File: config.mk
export PLATFORM = sky130hd
export DESIGN_NAME = pcrc_queue
export DESIGN_NICKNAME = d
export VERILOG_FILES = /design/src/rtl/pcrc_pkg.sv /design/src/rtl/pcrc_queue.sv
export SDC_FILE = /design/constraint.sdc
export NUM_CORES = 1
export LEC_CHECK = 0
export ABC_AREA = 1
export BUFFER_PORTS_ARGS = -buffer_cell sky130_fd_sc_hd__buf_2
export CELL_PAD_IN_SITES_DETAIL_PLACEMENT = 1
export CELL_PAD_IN_SITES_GLOBAL_PLACEMENT = 1
export CORE_MARGIN = 2
export CORE_UTILIZATION = 35
export CTS_BUF_LIST = sky130_fd_sc_hd__clkbuf_16
export CTS_CLUSTER_DIAMETER = 50
export DETAILED_ROUTE_END_ITERATION = 16
export GPL_TIMING_DRIVEN = 0
export MAX_ROUTING_LAYER = met4
export PLACE_DENSITY_LB_ADDON = 0.1
export SYNTH_ARGS = -nofsm -noshare
export SYNTH_HDL_FRONTEND = slang
export SYNTH_SLANG_ARGS = --single-unit
File: constraint.sdc
create_clock -name clk -period 5.4 [get_ports clk]
set_clock_uncertainty 0.2 [all_clocks]
set_input_delay 1.08 -clock clk [delete_from_list [all_inputs] [get_ports clk]]
set_output_delay 1.08 -clock clk [all_outputs]
set_load 0.02 [all_outputs]
File: src/rtl/pcrc_pkg.sv
// Shared types, register indexes and helpers for the point cloud crop transform.
`timescale 1ns / 1ps
package pcrc_pkg;

	// One point, x in the low bits so that the stream word maps directly.
	typedef struct packed {
		logic signed [15:0] z;
		logic signed [15:0] y;
		logic signed [15:0] x;
	} pt_t;

	// Rotation matrix element in Q7.28 with headroom for non-unit quaternions.
	typedef logic signed [34:0] mel_t;
	typedef mel_t [8:0] mtx_t;

	// Rounded coordinate before saturation.
	typedef logic signed [23:0] rb_t;
	typedef rb_t [2:0] rb3_t;

	localparam logic [2:0] REG_ROBOT_ROT   = 3'd0;
	localparam logic [2:0] REG_ROBOT_TRANS = 3'd1;
	localparam logic [2:0] REG_MAP_ROT     = 3'd2;
	localparam logic [2:0] REG_MAP_TRANS   = 3'd3;
	localparam logic [2:0] REG_BOX_XY      = 3'd4;
	localparam logic [2:0] REG_BOX_Z       = 3'd5;
	localparam logic [2:0] REG_CLEARANCE   = 3'd6;

	function automatic logic signed [15:0] sat16(input rb_t v);
		logic signed [15:0] r;
		if (v > 24'sd32767) begin
			r = 16'sh7FFF;
		end else if (v < -24'sd32768) begin
			r = 16'sh8000;
		end else begin
			r = v[15:0];
		end
		return r;
	endfunction

endpackage

File: src/rtl/pcrc_queue.sv
// Short queue of kept points between the front and back ends.
`timescale 1ns / 1ps
module pcrc_queue #(
	parameter int DEPTH = 4
) (
	input  logic             clk,
	input  logic             arst_n,
	input  logic             push,
	input  pcrc_pkg::pt_t    push_pt,
	output logic             full,
	input  logic             pop,
	output pcrc_pkg::pt_t    pop_pt,
	output logic             empty
);

	localparam int PW = (DEPTH > 1) ? $clog2(DEPTH) : 1;
	localparam int CW = $clog2(DEPTH + 1);

	pcrc_pkg::pt_t  mem_q [DEPTH];
	logic [PW-1:0]  wr_q, rd_q;
	logic [CW-1:0]  cnt_q;

	assign full   = (cnt_q == CW'(DEPTH));
	assign empty  = (cnt_q == '0);
	assign pop_pt = mem_q[rd_q];

	always_ff @(posedge clk) begin
		if (push) begin
			mem_q[wr_q] <= push_pt;
		end
	end

	always_ff @(posedge clk or negedge arst_n) begin
		if (!arst_n) begin
			wr_q  <= '0;
			rd_q  <= '0;
			cnt_q <= '0;
		end else begin
			if (push) begin
				wr_q <= (wr_q == PW'(DEPTH - 1)) ? '0 : wr_q + 1'b1;
			end
			if (pop) begin
				rd_q <= (rd_q == PW'(DEPTH - 1)) ? '0 : rd_q + 1'b1;
			end
			if (push && !pop) begin
				cnt_q <= cnt_q + 1'b1;
			end else if (pop && !push) begin
				cnt_q <= cnt_q - 1'b1;
			end
		end
	end

endmodule

# Word-level counts from Yosys, hierarchy flattened
# Memories as Yosys holds them, arrays and structs flattened.
# Index checks and enable logic that the tools add are counted.
dict set report totals {
  reg_bits 7
  mem_bits_rw 192
  in_bits 52
  output_inout_bits 50
  elab_cells 23
  n_memories 1
}
# memory words word_bits read_ports rd_clocked_by_memory_dff write_ports line
set memory_table {}
lappend memory_table {mem_q 4 48 1 0 1 pcrc_queue.sv:19} ;# pcrc_pkg::pt_t mem_q [DEPTH];
dict set report classes {
  addsub 4
  n_eq_ne 3
  n_mux 6
  n_reduce_logical 6
}
# operator n
set op_table {}
lappend op_table {{$mux W3} 2}
lappend op_table {{$add A2 B1 Y2 const B} 2}
lappend op_table {{$eq A2 B2 Y1 const B} 2}
lappend op_table {{$mux W2} 2}
lappend op_table {{$add A3 B1 Y3 const B} 1}
lappend op_table {{$eq A3 B3 Y1 const B} 1}
lappend op_table {{$logic_not A3 Y1} 1}
lappend op_table {{$sub A3 B1 Y3 const B} 1}
lappend op_table {{$logic_and A1 B1 Y1} 2}
lappend op_table {{$logic_not A1 Y1} 2}
lappend op_table {{$mux W1} 2}
lappend op_table {{$reduce_bool A2 Y1} 1}

# Depth between registers and ports, before layout
dict set report logic_depth {
  word_depth 4
  mapped_depth 9
  depth_no_buf 9
}

# Worst setup path before layout
# Ideal clock, no wire load.
dict set report synth_timing {
  kind {input port to flip-flop}
  start {input push}
  end {memory mem_q[3][0] (netlist name), enable pin}
  setup_time_ns 0.402
  t_arrival_ns 2.060
  required_ns 4.798
  slack_ns 2.737
  path_stages 2
  path_buffers 0
  cell_sequence {nand2_1 -> inv_1}
}
dict set report synth_via {
  elab_chain_len 2
}
# element line
set synth_rtl {}
lappend synth_rtl {{from (decl)} pcrc_queue.sv:8} ;# input logic push,
lappend synth_rtl {{$mux W1} pcrc_queue.sv:28} ;# if (push) begin
lappend synth_rtl {{$mux W1 (implied by the code)} pcrc_queue.sv:29} ;# mem_q[wr_q] <= push_pt;
lappend synth_rtl {{to (decl)} pcrc_queue.sv:19}
# No other way between the ends.

==> impl_metrics.py <==
metrics = {
    "setup_path": {
        "worst-endpoint-required_ns": 4.12,
        "setup.worst_path.end_class": "output port",
        "worstSetupStartpointType": "flip-flop",
        "setup_crit_path_kind": "reg2out",
        "worst_r2r_path_depth": 5,
        "critical-path-slowest-cell": "clkbuf_1",
        "critical_path.cell_chain": "inv_2 -> clkbuf_1 -> o211ai_1 -> nand2_1 -> buf_2",
        "critical-path-max-stage-delay_ns": 0.47,
        "worst_ep_arrival_time_ns": 2.02,
        "critical_path_peak_fanout": 10,
    },
    "synthesis": {
        "synth_common_cells": "192 x edfxtp_1, 159 x nand2_1, 107 x inv_1",
        "yosysMostFrequentCell": "edfxtp_1",
        "synth_top_cell_area_share_pct": 71.2,
        "ff_latch_count_synth": 199,
        "netlist_instances": 612,
        "synth_async_sr_flop_share_pct": 3.52,
        "netlist.top_cell.by_area": "edfxtp_1",
        "post_synth_instance_area_mm2": 0.00810,
        "post_synth_cell_types": 19,
        "synth_ff_type": "edfxtp_1",
        "postSynthAreaPerCell_um2": 13.2,
        "netlist_top_cells_area": "edfxtp_1 71%, o211ai_1 8.9%, nand2_1 7.4%",
        "yosysWarnings": 0,
        "yosysSeqAreaShare_pct": 73.4,
        "synth_edf_count": 192,
        "synth_nets": 671,
    },
    "detailed_routing": {
        "routedLengthMet1_um": 8160,
        "top_layer_used": "met4",
        "routed_wl_um": 19100,
        "met2WireLength_um": 9970,
        "vias": 4974,
        "detailed_router_iteration_count_before_antenna_repair": 4,
        "drtAntennaViolNets": 0,
        "routedWlPerCell_um": 18.4,
        "routed_via_density": 4.80,
        "post-route-drc-count": 0,
        "dr.first_iter.drc_count": 171,
        "routed_wire_length_on_met3_um": 701,
    },
    "outcome": {
        "run_status": "finished clean",
    },
    "final_layout": {
        "drive_gt1_share_pct": 22.0,
        "seqCellArea_mm2": 0.00594,
        "syn_to_final_growth_pct": 18.6,
        "multi_input_gate_area_mm2": 0.00147,
        "final_net_count": 795,
        "fillerInstances": 2395,
        "utilization_pct": 42.3,
        "layout.cell_area.non_filler_mm2": 0.00960,
    },
    "global_routing": {
        "grt_usage_pct": 17.0,
        "grt_max_degree": 31,
        "antenna_found_initial": 3,
        "grt_pass1_wl_um": 29400,
        "number_of_global_route_vias_before_repair": 5290,
        "globalRoute.totalOverflow": 0,
    },
    "sta": {
        "worst_margin_pin_slew_ns": 0.788,
        "min_period_over_period_pct": 61.2,
        "timing.final.crit_period_ns": 3.30,
        "setup_viol": 0,
        "max_clock_freq_mhz": 303,
        "setup-tns-final_ns": 0,
        "maxSlewHeadroom_pct": 47.4,
        "rsz0062_at_grt": "no",
        "hold_violations": 0,
        "drv_slew": 0,
        "final_critical_path_setup_slack_ns": 2.10,
    },
    "clocking": {
        "cts-buffers-inserted": 17,
        "ctsLongestPathBuffers": 2,
        "clkLatencyLatePin_ns": 0.43,
        "cts_max_level": 4,
        "cts_tree": "built",
        "setup_fix_bufs_post_cts": 0,
        "worst_setup_hold_path_clk_slew_ns": 0.07,
        "clock_tree.root_cell": "clkbuf_16",
        "ctsHoldBuffers": 0,
        "clock_sink_count": 199,
        "ctsResizeCount": 0,
    },
    "die": {
        "boundaryPins": 102,
        "die_height_um": 156,
        "fp.dieArea_mm2": 0.0244,
        "num_rows": 55,
        "design.core.area_mm2": 0.0227,
        "initial_core_util_pct": 35.7,
        "die-width_um": 156,
    },
    "place": {
        "buffer_ports.inserted": 101,
        "final_replace_weighted_congestion": 0.698,
        "postPlaceCellArea_mm2": 0.00904,
        "worst_slack_at_placement_ns": 2.55,
        "detail_placement_hpwl_um": 12400,
    },
    "power_and_ir_drop": {
        "pwr_density_cell_mw_per_mm2": 538,
        "ir_drop_mv": 0.219,
        "cellLeakagePower_nw": 3.91,
    },
    "run": {
        "timing.max_cap.violations": 0,
    },
    "hold_path": {
        "min-delay-path-class": "in2async",
    },
}
## cells in the final DEF, fill, tap and decap left out
| cell | netlist | routed |
|---|---|---|
| xnor2_1 | 1 | 1 |
| clkbuf_16 | 0 | 17 |
| nor2_1 | 2 | 2 |
| buf_2 | 1 | 102 |
| clkbuf_1 | 7 | 7 |
| inv_8 | 0 | 1 |
| buf_12 | 0 | 4 |
| nand3_1 | 1 | 1 |
| bufinv_16 | 0 | 1 |
| fa_1 | 1 | 1 |
| clkinvlp_4 | 0 | 2 |
| diode_2 | 0 | 3 |
| inv_6 | 0 | 3 |
| nor3_1 | 2 | 2 |
| nand2_1 | 159 | 159 |
| o21ai_0 | 3 | 3 |
| buf_6 | 20 | 20 |
| clkinv_1 | 0 | 2 |
| o211ai_1 | 96 | 96 |
| nand4_1 | 1 | 1 |
| ha_1 | 6 | 6 |
| inv_1 | 107 | 103 |
| inv_2 | 2 | 6 |
| clkinv_4 | 0 | 2 |
| edfxtp_1 | 192 | 192 |
| buf_4 | 3 | 3 |
| o21ai_1 | 1 | 1 |
| clkinv_2 | 0 | 4 |
| dfrtp_1 | 7 | 7 |
## cells by family after synthesis
group,count (synthesis),share of synthesized area (%)
compound gates,100,9.15
xor+xnor,1,0.108
fa+ha+maj,7,1.17
flops,199,73.4
buf+inv,140,8.50
simple gates,165,7.72
## worst max-delay path: cells and delay by family (launching register included)
family / cells / cell delay (ns)
buffers and inverters: 3 / 0.80
DFF: 1 / 0.46
and+or+nand+nor: 1 / 0.14
AOI/OAI and AO/OA: 1 / 0.20
## metrics by stage
step	std cells	hold WS [ns]	power, W
4_1_cts	1034	0.270	0.00526
5_1_grt	1037	0.270	0.00548
6_report	1037	0.279	0.00517
2_1_floorplan	612	0.263	0.00331
3_3_place_gp	998	0.282	0.00400
3_5_place_dp	1002	0.307	0.00406
## path summary, 6_finish.rpt
kind	from	end	slack, ns
setup / recovery	rd_q[1]	pop_pt[11]	2.10
hold reg to reg	cnt_q[2]	cnt_q[2]	0.32
setup reg to reg	wr_q[1]	mem_q[1][17]	3.30
hold / removal	arst_n	cnt_q[2]	0.28
max in group asynchronous	arst_n	rd_q[1]	4.54
min in group clk	cnt_q[2]	cnt_q[2]	0.32
## registers in the layout, indices dropped and copies added (netlist names)
| register | cells |
|---|---|
| rd_q | 2 |
| mem_q | 192 |
| wr_q | 2 |
| cnt_q | 3 |
## power breakdown
group | leakage, nW | total [W] | switching, W | internal (W)
logic | 1.80 | 0.00191 | 0.00130 | 0.000613
registers | 1.85 | 0.00206 | 0.0000798 | 0.00198
clock network | 0.271 | 0.00120 | 0.000560 | 0.000637
total | 3.91 | 0.00517 | 0.00194 | 0.00323
## area by class of cell
| type | count | share of cell area [%] |
|---|---|---|
| tap | 285 | 3.71 |
| sequential | 199 | 61.9 |
| buffer | 31 | 2.91 |
| inverter | 109 | 4.26 |
| antenna | 3 | 0.0782 |
| clock buffer | 17 | 4.43 |
| timing repair buffer | 105 | 6.10 |
| clock inverter | 15 | 1.33 |
| multi-input combinational | 273 | 15.3 |
## layer usage
layer,vias up,track usage [%]
met3,20,3.31
li1,2376,-
met2,87,29.2
met4,0,5.94
met5,-,-
met1,2491,20.1
Note: power is estimated with default switching activity, not from simulation.
